**config.mk**
```make
export PLATFORM = sky130hd
export DESIGN_NAME = gmt_pixel_ctl
export DESIGN_NICKNAME = d
export VERILOG_FILES = /design/src/sv/gmt_pkg.sv /design/src/sv/gmt_pixel_ctl.sv
export SDC_FILE = /design/constraint.sdc
export NUM_CORES = 1
export LEC_CHECK = 0
export BUFFER_PORTS_ARGS = -buffer_cell sky130_fd_sc_hd__buf_2
export CAP_MARGIN = 25
export CELL_PAD_IN_SITES_DETAIL_PLACEMENT = 1
export CELL_PAD_IN_SITES_GLOBAL_PLACEMENT = 1
export CORE_ASPECT_RATIO = 1.25
export CORE_MARGIN = 2
export CORE_UTILIZATION = 31
export CTS_CLUSTER_SIZE = 40
export DETAILED_ROUTE_END_ITERATION = 10
export HOLD_SLACK_MARGIN = 0.02
export PLACE_DENSITY = 0.85
export SYNTH_ARGS = -nofsm -noshare
export SYNTH_HDL_FRONTEND = slang
export SYNTH_SLANG_ARGS = --single-unit
```
**constraint.sdc**
```tcl
create_clock -name clk -period 2.8 [get_ports clk]
set_clock_uncertainty 0.15 [all_clocks]
set_input_delay 0.14 -clock clk [delete_from_list [all_inputs] [get_ports clk]]
set_output_delay 0.14 -clock clk [all_outputs]
set_load 0.02 [all_outputs]
```
**src/sv/gmt_pkg.sv**
```systemverilog
`timescale 1ns / 1ps
// ----------------------------------------------------------------------------
// gmt_pkg
// Shared types and constants of the grid mesh triangulator.
// ----------------------------------------------------------------------------
package gmt_pkg;

  localparam int unsigned DEF_MAX_COLS = 1024;
  localparam int unsigned DEF_MAX_ROWS = 1024;

  localparam int unsigned CFG_W  = 11;
  localparam int unsigned IDX_W  = 20;
  localparam int unsigned DATA_W = 32;
  localparam int unsigned MIN_SIZE = 3;

  localparam logic [CFG_W-1:0] RST_FRAME_ROWS = 11'd480;
  localparam logic [CFG_W-1:0] RST_FRAME_COLS = 11'd640;

  localparam logic [DATA_W-1:0] EXP_MASK  = 32'h7F80_0000;
  localparam logic [DATA_W-1:0] MANT_MASK = 32'h007F_FFFF;
  localparam logic [DATA_W-1:0] MAG_MASK  = 32'h7FFF_FFFF;

  typedef enum logic {
    CFG_FRAME_ROWS = 1'b0,
    CFG_FRAME_COLS = 1'b1
  } cfg_reg_t;

  typedef enum logic {
    REC_VERTEX   = 1'b0,
    REC_TRIANGLE = 1'b1
  } rec_kind_t;

  typedef struct packed {
    logic             valid;
    logic [IDX_W-1:0] idx;
  } entry_t;

  typedef struct packed {
    rec_kind_t        kind;
    logic [IDX_W-1:0] a;
    logic [IDX_W-1:0] b;
    logic [IDX_W-1:0] c;
  } rec_t;

  // Results of one pixel: vertex record first, then triangles.
  typedef struct packed {
    logic [1:0]      cnt;
    rec_t [2:0]      recs;
  } bundle_t;

  // Pixel handed from the accept stage to the quad stage.
  typedef struct packed {
    logic   vld;
    logic   quad_en;
    logic   eol;
    entry_t br;
  } pix_t;

endpackage

```
**src/sv/gmt_pixel_ctl.sv**
```systemverilog
`timescale 1ns / 1ps
// ----------------------------------------------------------------------------
// gmt_pixel_ctl
// Frame position, pixel validity and vertex index assignment; frame size regs.
// ----------------------------------------------------------------------------
module gmt_pixel_ctl #(
  parameter int unsigned MAX_COLS = gmt_pkg::DEF_MAX_COLS,
  parameter int unsigned MAX_ROWS = gmt_pkg::DEF_MAX_ROWS
) (
  input  logic                          clk,
  input  logic                          rst_n,
  input  logic                          cfg_wr_en,
  input  gmt_pkg::cfg_reg_t             cfg_index,
  input  logic [gmt_pkg::CFG_W-1:0]     cfg_wdata,
  input  logic                          in_xfer,
  input  logic [gmt_pkg::DATA_W-1:0]    vertex_x_bits,
  input  logic [gmt_pkg::DATA_W-1:0]    normal_x_bits,
  input  logic [gmt_pkg::DATA_W-1:0]    normal_y_bits,
  input  logic [gmt_pkg::DATA_W-1:0]    normal_z_bits,
  input  logic                          advance,
  output logic [$clog2(MAX_COLS)-1:0]   rd_addr,
  output gmt_pkg::pix_t                 pix_r,
  output logic [$clog2(MAX_COLS)-1:0]   waddr_r
);

  localparam int unsigned CW = $clog2(MAX_COLS);
  localparam int unsigned RW = $clog2(MAX_ROWS);

  // Clamped size minus one, i.e. the last column / row.
  function automatic logic [31:0] last_pos(input logic [gmt_pkg::CFG_W-1:0] v,
                                           input int unsigned hi);
    logic [31:0] w;
    begin
      w = 32'(v);
      if (w < gmt_pkg::MIN_SIZE) begin
        w = gmt_pkg::MIN_SIZE;
      end else if (w > hi) begin
        w = hi;
      end
      return w - 32'd1;
    end
  endfunction

  localparam logic [CW-1:0] RST_COL_LAST = CW'(last_pos(gmt_pkg::RST_FRAME_COLS, MAX_COLS));
  localparam logic [RW-1:0] RST_ROW_LAST = RW'(last_pos(gmt_pkg::RST_FRAME_ROWS, MAX_ROWS));

  logic [CW-1:0]             col_r, col_nxt, col_last_r;
  logic [RW-1:0]             row_r, row_nxt, row_last_r;
  logic [gmt_pkg::IDX_W-1:0] idx_r, idx_nxt;
  gmt_pkg::pix_t             pix_nxt;
  logic                      is_nan, zero_norm, in_frame, px_ok;

  always_comb begin
    is_nan    = ((vertex_x_bits & gmt_pkg::EXP_MASK) == gmt_pkg::EXP_MASK) &&
                ((vertex_x_bits & gmt_pkg::MANT_MASK) != '0);
    zero_norm = ((normal_x_bits & gmt_pkg::MAG_MASK) == '0) &&
                ((normal_y_bits & gmt_pkg::MAG_MASK) == '0) &&
                ((normal_z_bits & gmt_pkg::MAG_MASK) == '0);
    in_frame  = (row_r != '0) && (row_r != row_last_r) &&
                (col_r != '0) && (col_r != col_last_r);
    px_ok     = in_frame && !is_nan && !zero_norm;

    pix_nxt.vld       = 1'b1;
    pix_nxt.quad_en   = (row_r >= RW'(2)) && (col_r >= CW'(2));
    pix_nxt.eol       = (col_r == col_last_r);
    pix_nxt.br.valid  = px_ok;
    pix_nxt.br.idx    = px_ok ? idx_r : '0;

    idx_nxt = idx_r + gmt_pkg::IDX_W'(px_ok);
    col_nxt = col_r + CW'(1);
    row_nxt = row_r;
    if (pix_nxt.eol) begin
      col_nxt = '0;
      if (row_r == row_last_r) begin
        row_nxt = '0;
        idx_nxt = '0;
      end else begin
        row_nxt = row_r + RW'(1);
      end
    end
  end

  assign rd_addr = col_r;

  always_ff @(posedge clk) begin
    if (!rst_n) begin
      col_r      <= '0;
      row_r      <= '0;
      idx_r      <= '0;
      col_last_r <= RST_COL_LAST;
      row_last_r <= RST_ROW_LAST;
      pix_r      <= '0;
    end else if (cfg_wr_en) begin
      col_r     <= '0;
      row_r     <= '0;
      idx_r     <= '0;
      pix_r.vld <= 1'b0;
      unique case (cfg_index)
        gmt_pkg::CFG_FRAME_ROWS: row_last_r <= RW'(last_pos(cfg_wdata, MAX_ROWS));
        gmt_pkg::CFG_FRAME_COLS: col_last_r <= CW'(last_pos(cfg_wdata, MAX_COLS));
        default: ;
      endcase
    end else if (in_xfer) begin
      col_r   <= col_nxt;
      row_r   <= row_nxt;
      idx_r   <= idx_nxt;
      pix_r   <= pix_nxt;
      waddr_r <= col_r;
    end else if (advance) begin
      pix_r.vld <= 1'b0;
    end
  end

endmodule

```
==> flow_summary_export.csv <==
group,metric,value,unit
route,dr.pass1.iters,4,
synth,ys_warn_count,0,
worst_setup_path,rr_worst_depth,13,
finish,fin_area,6400,sq um
place,dp.cells,892,
sta,period_minus_slack,2.75,ns
finish,post_route_cells_drive_above_1_share,38.7,%
synth,syn_area,4550,sq um
sta,slew-limit-headroom,50.9,%
worst_setup_path,arrival,2.82,ns
worst_setup_path,crit_type,"flip-flop to flip-flop",
job,drv_cap,0,
die,ioPinCount,189,
route,via_count,4821,
worst_setup_path,end_kind,"flip-flop",
worst_setup_path,r2r_start,"row_r[8]",
global_route,grtUsageTotal,21.1,%
route,drtIter0Drc,232,
global_route,grt_max_degree,32,
synth,synth_fp_nets,679,
synth,yosys.area.top_type,"dfxtp_1",
synth,muxShareOfSynthArea,1.57,%
route,drc,0,
worst_setup_path,crit_fanout,4,
worst_setup_path,cp-start-kind,"flip-flop",
die,rows,49,
hold_path,hold_depth,4,
global_route,grt_pass1_vias,5147,
global_route,grt_antenna_before_repair,0,
synth,synth-edff-count,10,
clocking,worstSkewPairLatency,0.34,ns
route,detail-route-antenna-nets,0,
sta,period_share,98.3,%
clocking,h-tree-depth,3,
place,place_area,5900,sq um
hold_path,whs_endpoint,"row_last_r[9]",
sta,worstMarginPinSlew,0.737,ns
route,wirelength,17100,microns
clocking,clock_path_buffers,2,
synth,synthArstFlopShare,0,%
worst_setup_path,critPathLaunch,"row_r[8]",
power,vdd_drop_max,264,uV
finish,area_delta_synth_final,40.9,%
worst_setup_path,crit_path_max_incr_delay,0.33,ns
worst_setup_path,path_cells,"buf_4, xor2_1, nor4_1, nand4_1, nand2_2, nor2_4, ha_4, buf_4, and4_4, nand4_1, nor3_2, xnor2_1, nor2_1",
run_status,status,"finished, final reports clean",
power,power_leakage,2.65,nW
synth,synth_top_area_share,37.0,%
synth,yosys.area_share.simple,28.3,%
finish,final_common_cell,"buf_2",
synth,synth_fa_ha_area_share,2.48,%
die,core-area,14300,sq um
clocking,clk_pin_slew,0.07,ns
place,port_buffers,184,
sta,setup_viol,0,
clocking,cts_num_sinks,94,
global_route,grt-ovfl-total,0,
synth,synth.area.top_cells,"dfxtp_1 (37%), edfxtp_1 (6.6%), nand4_1 (5.6%)",
finish,antenna_cells,0,
die,die_height,139,microns
finish,mostFrequentLayoutCells,"buf_2 (184), dfxtp_1 (74), nor2_1 (57)",
sta,hold_viol,0,
finish,finalNonFillerCells,915,
synth,syn_avg_cell_area,8.66,sq um
worst_setup_path,r2r_setup_slack,0.05,ns
hold_path,hold_path_class,"primary input to flip-flop",
route,vias_per_cell,5.27,
route,detail_route.wl_per_cell,18.7,microns
place,hpwl,12300,microns
synth,synth_compound_area_share,9.58,%
clocking,cts_inserted_buffers,9,
global_route,grt_pass1_wl,26800,microns
worst_setup_path,cp_slowest_cell,"dfxtp_1",
synth,synth.distinct_cells,42,
clocking,cts_tree,"done",
synth,synthCells,525,
sta,slew_viol_final,0,
finish,final_net_count,886,
synth,synth_seq_cells,94,
die,die_area,15700,sq um
synth,synth_top_family_by_area,"simple AND/OR/NAND/NOR gates",
die,start_util,31.7,%
power,cellPowerDensity,465,nW/um^2
place,place_congestion,0.796,
sta,max_clock_freq,363,MHz
worst_setup_path,r2r_end,"idx_r[19]",
clocking,clockRootBuffer,"clkbuf_16",
worst_setup_path,required,2.87,ns
die,die_w,112,microns
synth,synthFlopType,"dfxtp_1",
synth,yosysSeqAreaShare,43.6,%
hold_path,hold_start,"cfg_index",
synth,synth_xor_xnor_area_share,10.6,%
[per-layer routing]
metal / global-route usage [%] / vias to the layer above / wire length, microns
met5: 0 / - / 0
met3: 2.66 / 28 / 531
li1: - / 2316 / -
met2: 38.0 / 110 / 9210
met4: 5.71 / 0 / 352
met1: 26.3 / 2367 / 6990
[critical path, delay by kind of cell (launching register included)]
family                   cells  cell delay (ns)
buffers and inverters        2             0.24
adder cells (fa/ha/maj)      1             0.16
flip-flops                   1             0.33
XOR/XNOR                     2             0.39
AND/OR/NAND/NOR              8             1.34
[final cells by class]
| type | count | area [sq um] |
|---|---|---|
| inverters | 10 | 37.5 |
| flip-flops and latches | 94 | 2000 |
| clock inverters | 4 | 52.6 |
| fillers | 1757 | 7940 |
| clock buffers | 12 | 268 |
| repair buffers | 229 | 1280 |
| well taps | 178 | 223 |
| multi-input cells | 388 | 2550 |
[worst max path at each step]
stage	endpoint	slack (ns)	depth (start not counted)
after floorplan	idx_r[16]	-0.03	15
after global placement	idx_r[16]	-0.20	14
after detailed placement	idx_r[13]	-0.25	14
after CTS	idx_r[19]	0.004	13
after global routing	idx_r[19]	-0.06	13
final	idx_r[19]	0.05	13
[power by group]
part | switching [W] | total (W) | internal (W)
sequential | 0.0000169 | 0.00140 | 0.00138
clock | 0.000524 | 0.00130 | 0.000773
combinational | 0.000152 | 0.000285 | 0.000133
[flip-flops by register name, summed over array words and instances (netlist names)]
register / cells
waddr_r: 10
pix_r: 24
idx_r: 20
row_r: 10
col_last_r: 10
rd_addr: 10
row_last_r: 10
[metrics by stage]
| stage | TNS, ns | total power [W] | utilization, % | setup WS, ns | hold slack, ns |
|---|---|---|---|---|---|
| floorplan | -0.0310 | 0.00154 | - | -0.0301 | 0.0693 |
| global placement | -2.50 | 0.00169 | 41.1 | -0.195 | 0.282 |
| detailed placement | -2.88 | 0.00170 | 41.1 | -0.254 | 0.294 |
| CTS | 0 | 0.00299 | 43.7 | 0.00394 | 0.0223 |
| global route | -0.172 | 0.00308 | 44.6 | -0.0593 | 0.0618 |
| finish | 0 | 0.00298 | 44.6 | 0.0471 | 0.0255 |
[cells in the mapped netlist (2+ instances only)]
cell type,instances
and3_1,6
or4_1,12
nand3_1,12
nor4_1,36
a21oi_1,10
inv_1,10
o211ai_1,14
edfxtp_1,10
nand2b_1,3
nor3_1,11
o21ai_0,23
and4_1,5
nor2_1,61
xnor2_1,24
ha_1,9
xor2_1,29
o31ai_1,9
nand4_1,41
nand2_1,52
a211oi_1,3
buf_1,2
clkbuf_1,29
o21a_1,2
dfxtp_1,84
buf_6,2
mux2i_1,6
a21boi_0,2
and2_1,4
[cell families after synthesis]
logic type,count (synthesis)
AO/OA/AOI/OAI,69
XOR/XNOR,54
adder cells (fa/ha/maj),9
buffers and inverters,43
flip-flops,94
multiplexers,7
AND/OR/NAND/NOR,249
[what timing repair did]
action,in CTS,in global routing
hold endpoints to repair,1,0
gates resized for setup,7,21
pin swaps,1,8
hold buffers,2,0
setup endpoints to repair,14,15
setup buffers,1,4
Power figures use the tool's default switching activity.
