### src/sv/gmt_pkg.sv
`timescale 1ns / 1ps
// ----------------------------------------------------------------------------
// gmt_pkg
// Shared types and constants of the grid mesh triangulator.
// ----------------------------------------------------------------------------
package gmt_pkg;

  localparam int unsigned DEF_MAX_COLS = 1024;
  localparam int unsigned DEF_MAX_ROWS = 1024;

  localparam int unsigned CFG_W  = 11;
  localparam int unsigned IDX_W  = 20;
  localparam int unsigned DATA_W = 32;
  localparam int unsigned MIN_SIZE = 3;

  localparam logic [CFG_W-1:0] RST_FRAME_ROWS = 11'd480;
  localparam logic [CFG_W-1:0] RST_FRAME_COLS = 11'd640;

  localparam logic [DATA_W-1:0] EXP_MASK  = 32'h7F80_0000;
  localparam logic [DATA_W-1:0] MANT_MASK = 32'h007F_FFFF;
  localparam logic [DATA_W-1:0] MAG_MASK  = 32'h7FFF_FFFF;

  typedef enum logic {
    CFG_FRAME_ROWS = 1'b0,
    CFG_FRAME_COLS = 1'b1
  } cfg_reg_t;

  typedef enum logic {
    REC_VERTEX   = 1'b0,
    REC_TRIANGLE = 1'b1
  } rec_kind_t;

  typedef struct packed {
    logic             valid;
    logic [IDX_W-1:0] idx;
  } entry_t;

  typedef struct packed {
    rec_kind_t        kind;
    logic [IDX_W-1:0] a;
    logic [IDX_W-1:0] b;
    logic [IDX_W-1:0] c;
  } rec_t;

  // Results of one pixel: vertex record first, then triangles.
  typedef struct packed {
    logic [1:0]      cnt;
    rec_t [2:0]      recs;
  } bundle_t;

  // Pixel handed from the accept stage to the quad stage.
  typedef struct packed {
    logic   vld;
    logic   quad_en;
    logic   eol;
    entry_t br;
  } pix_t;

endpackage

### src/sv/gmt_quad.sv
`timescale 1ns / 1ps
// ----------------------------------------------------------------------------
// gmt_quad
// Quad stage: forms triangles from the 2x2 neighborhood, updates the line
// buffer and the left / upper-left entries.
// ----------------------------------------------------------------------------
module gmt_quad #(
  parameter int unsigned MAX_COLS = gmt_pkg::DEF_MAX_COLS
) (
  input  logic                        clk,
  input  logic                        rst_n,
  input  logic                        restart,
  input  gmt_pkg::pix_t               pix,
  input  logic [$clog2(MAX_COLS)-1:0] pix_addr,
  input  gmt_pkg::entry_t             tr,
  input  logic                        out_free,
  output logic                        fire,
  output logic                        wr_en,
  output logic [$clog2(MAX_COLS)-1:0] wr_addr,
  output gmt_pkg::entry_t             wr_data,
  output gmt_pkg::bundle_t            bundle
);

  gmt_pkg::entry_t ul_r, ul_nxt, left_r, left_nxt;
  gmt_pkg::rec_t   t0, t1, vrec;
  logic [1:0]      ntri;
  gmt_pkg::entry_t tl, bl, br;

  assign tl = ul_r;
  assign bl = left_r;
  assign br = pix.br;

  assign fire    = pix.vld && out_free;
  assign wr_en   = fire;
  assign wr_addr = pix_addr;
  assign wr_data = br;

  always_comb begin
    t0   = '{kind: gmt_pkg::REC_TRIANGLE, a: tl.idx, b: tr.idx, c: bl.idx};
    t1   = '{kind: gmt_pkg::REC_TRIANGLE, a: tr.idx, b: br.idx, c: bl.idx};
    ntri = 2'd0;
    if (pix.quad_en) begin
      case ({tl.valid, tr.valid, bl.valid, br.valid})
        4'b1111: ntri = 2'd2;
        4'b1110: ntri = 2'd1;
        4'b1101: begin
          ntri = 2'd1;
          t0.c = br.idx;
        end
        4'b1011: begin
          ntri = 2'd1;
          t0.b = br.idx;
        end
        4'b0111: begin
          ntri = 2'd1;
          t0   = t1;
        end
        default: ntri = 2'd0;
      endcase
    end

    vrec = '{kind: gmt_pkg::REC_VERTEX, a: br.idx, b: '0, c: '0};
    bundle.cnt = ntri + 2'(br.valid);
    if (br.valid) begin
      bundle.recs[0] = vrec;
      bundle.recs[1] = t0;
      bundle.recs[2] = t1;
    end else begin
      bundle.recs[0] = t0;
      bundle.recs[1] = t1;
      bundle.recs[2] = t1;
    end

    ul_nxt   = pix.eol ? '0 : tr;
    left_nxt = pix.eol ? '0 : br;
  end

  always_ff @(posedge clk) begin
    if (!rst_n || restart) begin
      ul_r   <= '0;
      left_r <= '0;
    end else if (fire) begin
      ul_r   <= ul_nxt;
      left_r <= left_nxt;
    end
  end

endmodule

### config.mk
export PLATFORM = sky130hd
export DESIGN_NAME = gmt_quad
export DESIGN_NICKNAME = d
export VERILOG_FILES = /design/src/sv/gmt_pkg.sv /design/src/sv/gmt_quad.sv
export SDC_FILE = /design/constraint.sdc
export NUM_CORES = 1
export LEC_CHECK = 0
export ABC_AREA = 1
export BUFFER_PORTS_ARGS = -buffer_cell sky130_fd_sc_hd__buf_4
export CAP_MARGIN = 30
export CORE_MARGIN = 4
export CORE_UTILIZATION = 43
export DETAILED_ROUTE_END_ITERATION = 10
export PLACE_DENSITY = 0.83
export SYNTH_ARGS = -nofsm -noshare
export SYNTH_HDL_FRONTEND = slang
export SYNTH_SLANG_ARGS = --single-unit
### constraint.sdc
create_clock -name clk -period 1.7 [get_ports clk]
set_clock_uncertainty 0.1 [all_clocks]
set_input_delay 0.085 -clock clk [delete_from_list [all_inputs] [get_ports clk]]
set_output_delay 0.085 -clock clk [all_outputs]
set_load 0.02 [all_outputs]
==> results by group, run 1 <==
Run status
  • Status: finished, violations left
  • Failing checks: setup timing

Min path
  • Hold Path Class: in -> reg
  • WHS Path Cells: 3

Global routing
  • First-pass GRT wire length: 23400 um
  • Antenna violations before repair: 0
  • Vias in the first global route: 4734
  • Total gr overflow: 0
  • Total GRT Usage: 25.35%
  • Largest net degree at the start of global routing: 84

Floorplan
  • Row cnt: 36
  • Core ar.: 9729 sq um
  • Die Area: 11580 sq um
  • Die outline width: 107.6 um
  • # IOs: 277
  • Die Ht: 107.6 um
  • Starting density of the core: 43.87%

Final layout
  • Fin cells: 997
  • Share of post-route cells with drive strength above 1: 46.76%
  • # diodes: 0
  • Synthesis-to-finish area growth: 50.98%
  • Final Util: 66.23%
  • Post-layout nets: 923

Pwr
  • Leakage power: 3.312 nW
  • VDD IR-drop max: 315.5 uV
  • Net Sw Frac: 39.80%
  • P_sw: 1.270 mW
  • Internal power: 1.922 mW
  • Overall Power: 3.192 mW
  • Comb power frac: 46.1%
  • PwrDens: 495.3 nW/um^2
  • Sequential share of power: 32.3%
  • Clock power frac: 21.6%

Routing
  • Drt first pass iters: 7
  • Iter 0 DRT Violations: 274
  • Final ANT Viol Nets: 0
  • Total Wirelength: 16530 um
  • Vias per std cell: 5.118
  • WL/cell: 16.58 um
  • DRC: 0
  • Vias: 5103

Flow run
  • Max-Cap Viols: 0

STA
  • Endpoints failing hold: 0
  • FMAX: 569.4 MHz
  • Crit share post-route: 103.3%
  • Setup-failing EPs final: 43
  • RSZ-0062 raised after global routing: true
  • Max-slew violation count: 0
  • Final min period: 1756 ps
  • Setup WS post-layout: -56.20 ps

Clocking
  • Clock Sinks: 42
  • Total CTS buffers: 5
  • Clock slew at reported path FFs: 90 ps
  • Clock root cell: clkbuf_8
  • Hold buffers post-CTS: 0
  • H-Tree Depth: 2
  • Worst skew pair latency: 290 ps
  • Longest Clk Path Bufs: 2
  • TritonCTS clock tree: done

Worst setup path
  • Critical Path Fanout Max: 8
  • Critical Path AT: 1570 ps
  • R2r setup slk: 860 ps
  • Worst Setup End Kind: output pin
  • CP Class: reg -> out
  • R2r worst-path depth: 2
  • Nature of the critical path startpoint: flop
  • CP required: 1510 ps

Yosys
  • Yosys reg bits: 42
  • Sequential cell area fraction in the yosys report: 19.70%
  • Cells after Synth: 717
  • Predominant post-synthesis flop cell: dfxtp_1
  • Synthesized area per cell: 5.952 sq um
  • Number of synthesized flops with an enable pin: 0
  • Ys Warns: 0
  • Async SR Flop Fraction: 0%
  • Mapped Area: 4268 sq um
  • Number of library cell types mapped by synthesis: 26

Placed design
  • Pre-CTS worst setup slack: 94.53 ps
  • HPWL Detailed: 11690 um
  • Input/output buffers: 254
  • Placed cell count: 981
  • Final Wtd Congestion: 0.8385
==> layout make-up <==
type,count,area (sq um)
fill,818,3286
multi-input combinational,426,2510
timing repair buffer,279,2416
sequential,42,848.3
inverter,109,411.6
tap,133,166.4
clock buffer,7,86.33
clock inverter,1,5.005
==> worst max-delay path, cell delays in order (launching register included) <==
cell,delay (ps)
dfxtp_4,380
nand3_1,130
nor2_4,170
buf_6,190
nand2_1,110
nand3_2,90
nand2_2,70
buf_6,130
==> flip-flops by register name, summed over array words and instances, names as in the netlist <==
signal  cells
bl         21
tl         21
==> cell usage in the layout (no fill, tap or decap), types with 2 or more instances in the layout <==
cell type,n
a211oi_1,41
a21oi_1,42
buf_12,9
buf_4,220
buf_6,47
buf_8,2
clkbuf_8,6
conb_1,2
dfxtp_1,40
dfxtp_4,2
inv_1,105
inv_2,2
nand2_1,119
nand2_2,46
nand2_4,23
nand3_1,47
nand3_2,36
nor2_1,42
o21ai_0,3
o21ai_1,16
==> per-stage QoR <==
step / hold slack (ps) / setup TNS (ps) / cell area [sq um]
3_3_place_gp: 70.14 / 0 / 5583
4_1_cts: 14.76 / -1247 / 5801
2_1_floorplan: 182.6 / 0 / 4272
3_5_place_dp: 70.14 / 0 / 5583
6_report: 22.35 / -955.6 / 6444
5_1_grt: 21.04 / -5836 / 6444
==> power groups by stage <==
| stage | combinational, mW | sequential [mW] | clock (mW) |
|---|---|---|---|
| after floorplan | 0.865 | 1.05 | 0 |
| after global placement | 1.33 | 1.05 | 0 |
| after detailed placement | 1.33 | 1.05 | 0 |
| after CTS | 1.35 | 1.03 | 0.715 |
| after global routing | 1.57 | 1.03 | 0.755 |
| final | 1.47 | 1.03 | 0.690 |
==> cell usage after synthesis (3+ instances only) <==
| master | instances | area [sq um] |
|---|---|---|
| inv_1 | 107 | 401.6 |
| buf_4 | 102 | 765.7 |
| buf_2 | 15 | 75.07 |
| buf_6 | 5 | 56.30 |
| dfxtp_1 | 42 | 840.8 |
| nand2_1 | 166 | 623.1 |
| nand3_1 | 83 | 415.4 |
| buf_1 | 5 | 18.77 |
| clkbuf_1 | 13 | 48.80 |
| o21ai_0 | 17 | 85.08 |
| nand2_2 | 20 | 125.1 |
| a21oi_1 | 42 | 210.2 |
| nand2_4 | 3 | 33.78 |
| nor2_1 | 43 | 161.4 |
| a211oi_1 | 41 | 307.8 |
| o21ai_1 | 3 | 15.01 |
==> cells by family (layout without fill, tap and decap cells) <==
| kind of cell | count (synthesis) | count (layout) | synth area share [%] |
|---|---|---|---|
| simple gates | 318 | 318 | 32.75 |
| compound gates | 104 | 104 | 14.66 |
| flops | 42 | 42 | 19.70 |
| fa+ha+maj | 1 | 1 | 0.2931 |
| xor+xnor | 1 | 1 | 0.2053 |
| other cells | 1 | 2 | 0.08787 |
| buf+inv | 250 | 396 | 32.31 |
==> per-layer routing <==
layer / global-route usage [%] / vias up / part of all wire, %
met5: 0 / - / 0
met1: 26.06 / 2320 / 35
met4: 8.927 / 0 / 2.9
met2: 48.36 / 297 / 52
li1: - / 2443 / -
met3: 7.199 / 43 / 11
==> worst paths after layout <==
kind | endpoint | startpoint
setup reg to reg | bl[8] | bl[8]
hold reg to reg | tl[10] | tl[10]
setup / recovery | bundle[119] | bl[20]
hold / removal | tl[2] | tr[2]
==> what timing repair did <==
| item | CTS | global route |
|---|---|---|
| endpoints found under the setup margin | 63 | 77 |
| gates resized for setup | 23 | 166 |
| setup buffers | 6 | 2 |
| pin swaps | 9 | 37 |
| gates cloned | 0 | 1 |
No activity file was read; power rests on OpenSTA's default activity.
==> run 2: changes to the inputs <==
CORE_AREA = 3 3 107 109   (was not set)
CORE_MARGIN = not set   (was 4)
CORE_UTILIZATION = not set   (was 43)
DIE_AREA = 0 0 110 112   (was not set)
PLACE_DENSITY = 0.78   (was 0.83)
==> run 2 against run 1 <==
The run still ends with setup timing left. Design area is 3.0% lower. Utilization decreased by 7.8 points. Die area rose by 6.4%. Global-route usage decreased by 0.27 points. Flip-flop and latch count is the same. Clock power is 8.6% lower. Worst hold slack better by 12 ps. Non-clock buffer count fell by 3. Sequential power about the same. Fmax up 0.14%. Sequential share of layout area increased by 0.36 points. Cell count up 0.60%.
==> results by group, run 2 (synthesis results as in run 1) <==
Pwr
  • Clock power frac: 20.2% (-1.4 points)
  • P_sw: 1.256 mW (-1.1%)
  • PwrDens: 498.2 nW/um^2 (+0.59%)
  • Internal power: 1.859 mW (-3.3%)
  • Comb power frac: 46.7% (+0.6 points)
  • Leakage power: 3.265 nW (-1.4%)
  • VDD IR-drop max: 305.7 uV (-3.1%)
  • Sequential share of power: 33.1% (+0.8 points)
  • Net Sw Frac: 40.33% (+0.53 points)

Placed design
  • Input/output buffers: 254 (unchanged)
  • Final Wtd Congestion: 0.8627 (+2.9%)
  • HPWL Detailed: 12360 um (+5.8%)
  • Dpl cell area: 5594 sq um (+0.20%)
  • Pre-CTS worst setup slack: 89.53 ps (-4.994 ps)

Clocking
  • Clock Sinks: 42 (unchanged)
  • Longest Clk Path Bufs: 2 (unchanged)
  • Worst skew pair latency: 290 ps (about the same)
  • Clock slew at reported path FFs: 80 ps (about the same)
  • Clock root cell: clkbuf_8
  • TritonCTS clock tree: done
  • Hold buffers post-CTS: 0 (unchanged)
  • H-Tree Depth: 2 (unchanged)
  • Total CTS buffers: 5 (unchanged)

Routing
  • Final ANT Viol Nets: 0 (unchanged)
  • Drt first pass iters: 5 (-2)
  • WL/cell: 16.78 um (+1.2%)
  • Vias per std cell: 4.994 (-2.4%)
  • Vias: 5009 (-1.8%)
  • DRC: 0 (unchanged)
  • Iter 0 DRT Violations: 351 (+28%)
  • Total Wirelength: 16840 um (+1.8%)

STA
  • Least-Margin Pin Slew: 574.0 ps
  • Crit share post-route: 103.2% (-0.15 points)
  • Setup WS post-layout: -53.72 ps (+2.480 ps)
  • Final min period: 1754 ps (-2.480 ps)
  • FMAX: 570.2 MHz (+0.14%)
  • Setup TNS: -968.7 ps (-13.15 ps)
  • Endpoints failing hold: 0 (unchanged)
  • Relative slew slack: 61.73%
  • Max-slew violation count: 0 (unchanged)
  • RSZ-0062 raised after global routing: true
  • Hold Slack: 34.30 ps (+11.95 ps)
  • Setup-failing EPs final: 36 (-16%)

Worst setup path
  • Most frequent CP cell: nand2_4
  • CP required: 1510 ps (about the same)
  • Worst Setup End Kind: output pin
  • Slowest stage delay, CP: 390 ps (about the same)
  • Worst path bufs/invs: 2 (unchanged)
  • Critical Path Fanout Max: 5 (-3)
  • Critical path, cell by cell: nand2_4 -> nor2_8 -> buf_12 -> nand2_4 -> nand2_2 -> nand3_1 -> nand2_1 -> buf_6
  • CP max stage cell: dfxtp_4
  • CP Class: reg -> out
  • Nature of the critical path startpoint: flop
  • Critical Path AT: 1570 ps (about the same)
  • CP top delay family: simple AND/OR/NAND/NOR gates

Final layout
  • Final Cell Area: 6252 sq um (-3.0%)
  • Most frequent cells in the layout: 229 x buf_4, 141 x nand2_1, 105 x inv_1
  • Share of post-route cells with drive strength above 1: 42.99% (-3.8 points)
  • Most common cell after layout, fill and taps aside: buf_4
  • FILL cells: 1045 (+28%)
  • Synthesis-to-finish area growth: 46.50%
  • # diodes: 0 (unchanged)
  • Post-layout nets: 923 (unchanged)

Global routing
  • Largest net degree at the start of global routing: 51 (-39%)
  • First-pass GRT wire length: 24130 um (+3.1%)
  • Vias in the first global route: 4548 (-3.9%)
  • Antenna violations before repair: 0 (unchanged)
  • Total gr overflow: 0 (unchanged)
  • Total GRT Usage: 25.08% (-0.27 points)

Floorplan
  • Row cnt: 38 (+5.6%)
  • Die outline width: 110 um (+2.2%)
  • Die Area: 12320 sq um (+6.4%)
  • # IOs: 277 (unchanged)
  • Die Ht: 112 um (+4.1%)
  • Core ar.: 10700 sq um (+10%)
  • Starting density of the core: 39.89% (-4.0 points)

Min path
  • Hold Path Class: in -> reg

Flow run
  • Max-Cap Viols: 0 (unchanged)

Run status
  • Failing checks: setup timing
  • Status: finished, violations left
[run 2: power groups by stage]
stage,Clock [mW],Sequential [mW],Combinational [mW]
after detailed placement,0,1.05,1.35
final,0.631,1.03,1.45
after CTS,0.661,1.03,1.39
after global routing,0.702,1.03,1.55
after floorplan,0,1.05,0.865
after global placement,0,1.05,1.35
[run 2: path summary, 6_finish.rpt]
path / startpoint / end / slack, ps / cells past startpoint
worst max register to register: tl[20] / tl[20] / 770 / 3
worst min-delay path: tr[0] / tl[0] / 30 / 3
worst min register to register: tl[16] / tl[16] / 390 / 2
worst max-delay path: bl[20] / bundle[52] / -50 / 8
[run 2: what timing repair did]
item,in CTS,in global routing
setup buffers,2,1
gates cloned,2,1
setup endpoints to repair,70,82
resized for setup,45,94
pin swaps,9,35
[run 2: layout make-up]
cell class,count,area [sq um],area share (%)
clock buffer,5,68.82,1.101
clock inverter,2,10.01,0.1601
inverter,109,411.6,6.584
multi-input combinational,429,2419,38.68
sequential,42,845.8,13.53
tap,140,175.2,2.802
timing repair buffer,276,2322,37.14
[run 2: stage by stage]
step / total power [mW] / cells / utilization (%)
floorplan: 1.915 / 718 / -
global placement: 2.404 / 990 / 52.29
detailed placement: 2.407 / 990 / 52.29
CTS: 3.085 / 1001 / 54.95
global route: 3.287 / 1003 / 58.44
finish: 3.115 / 1003 / 58.44
[run 2: per-layer routing]
metal | share of wire (%) | global-route usage [%]
met1 | 37 | 28.34
met2 | 49 | 43.69
met3 | 10 | 7.710
met4 | 3.3 | 9.061
met5 | 0 | 0
[run 2: tightest hold or removal path, delay by kind of cell]
kind	cells	cell delay, ps
buffers and inverters	1	120
AOI/OAI and AO/OA	2	180
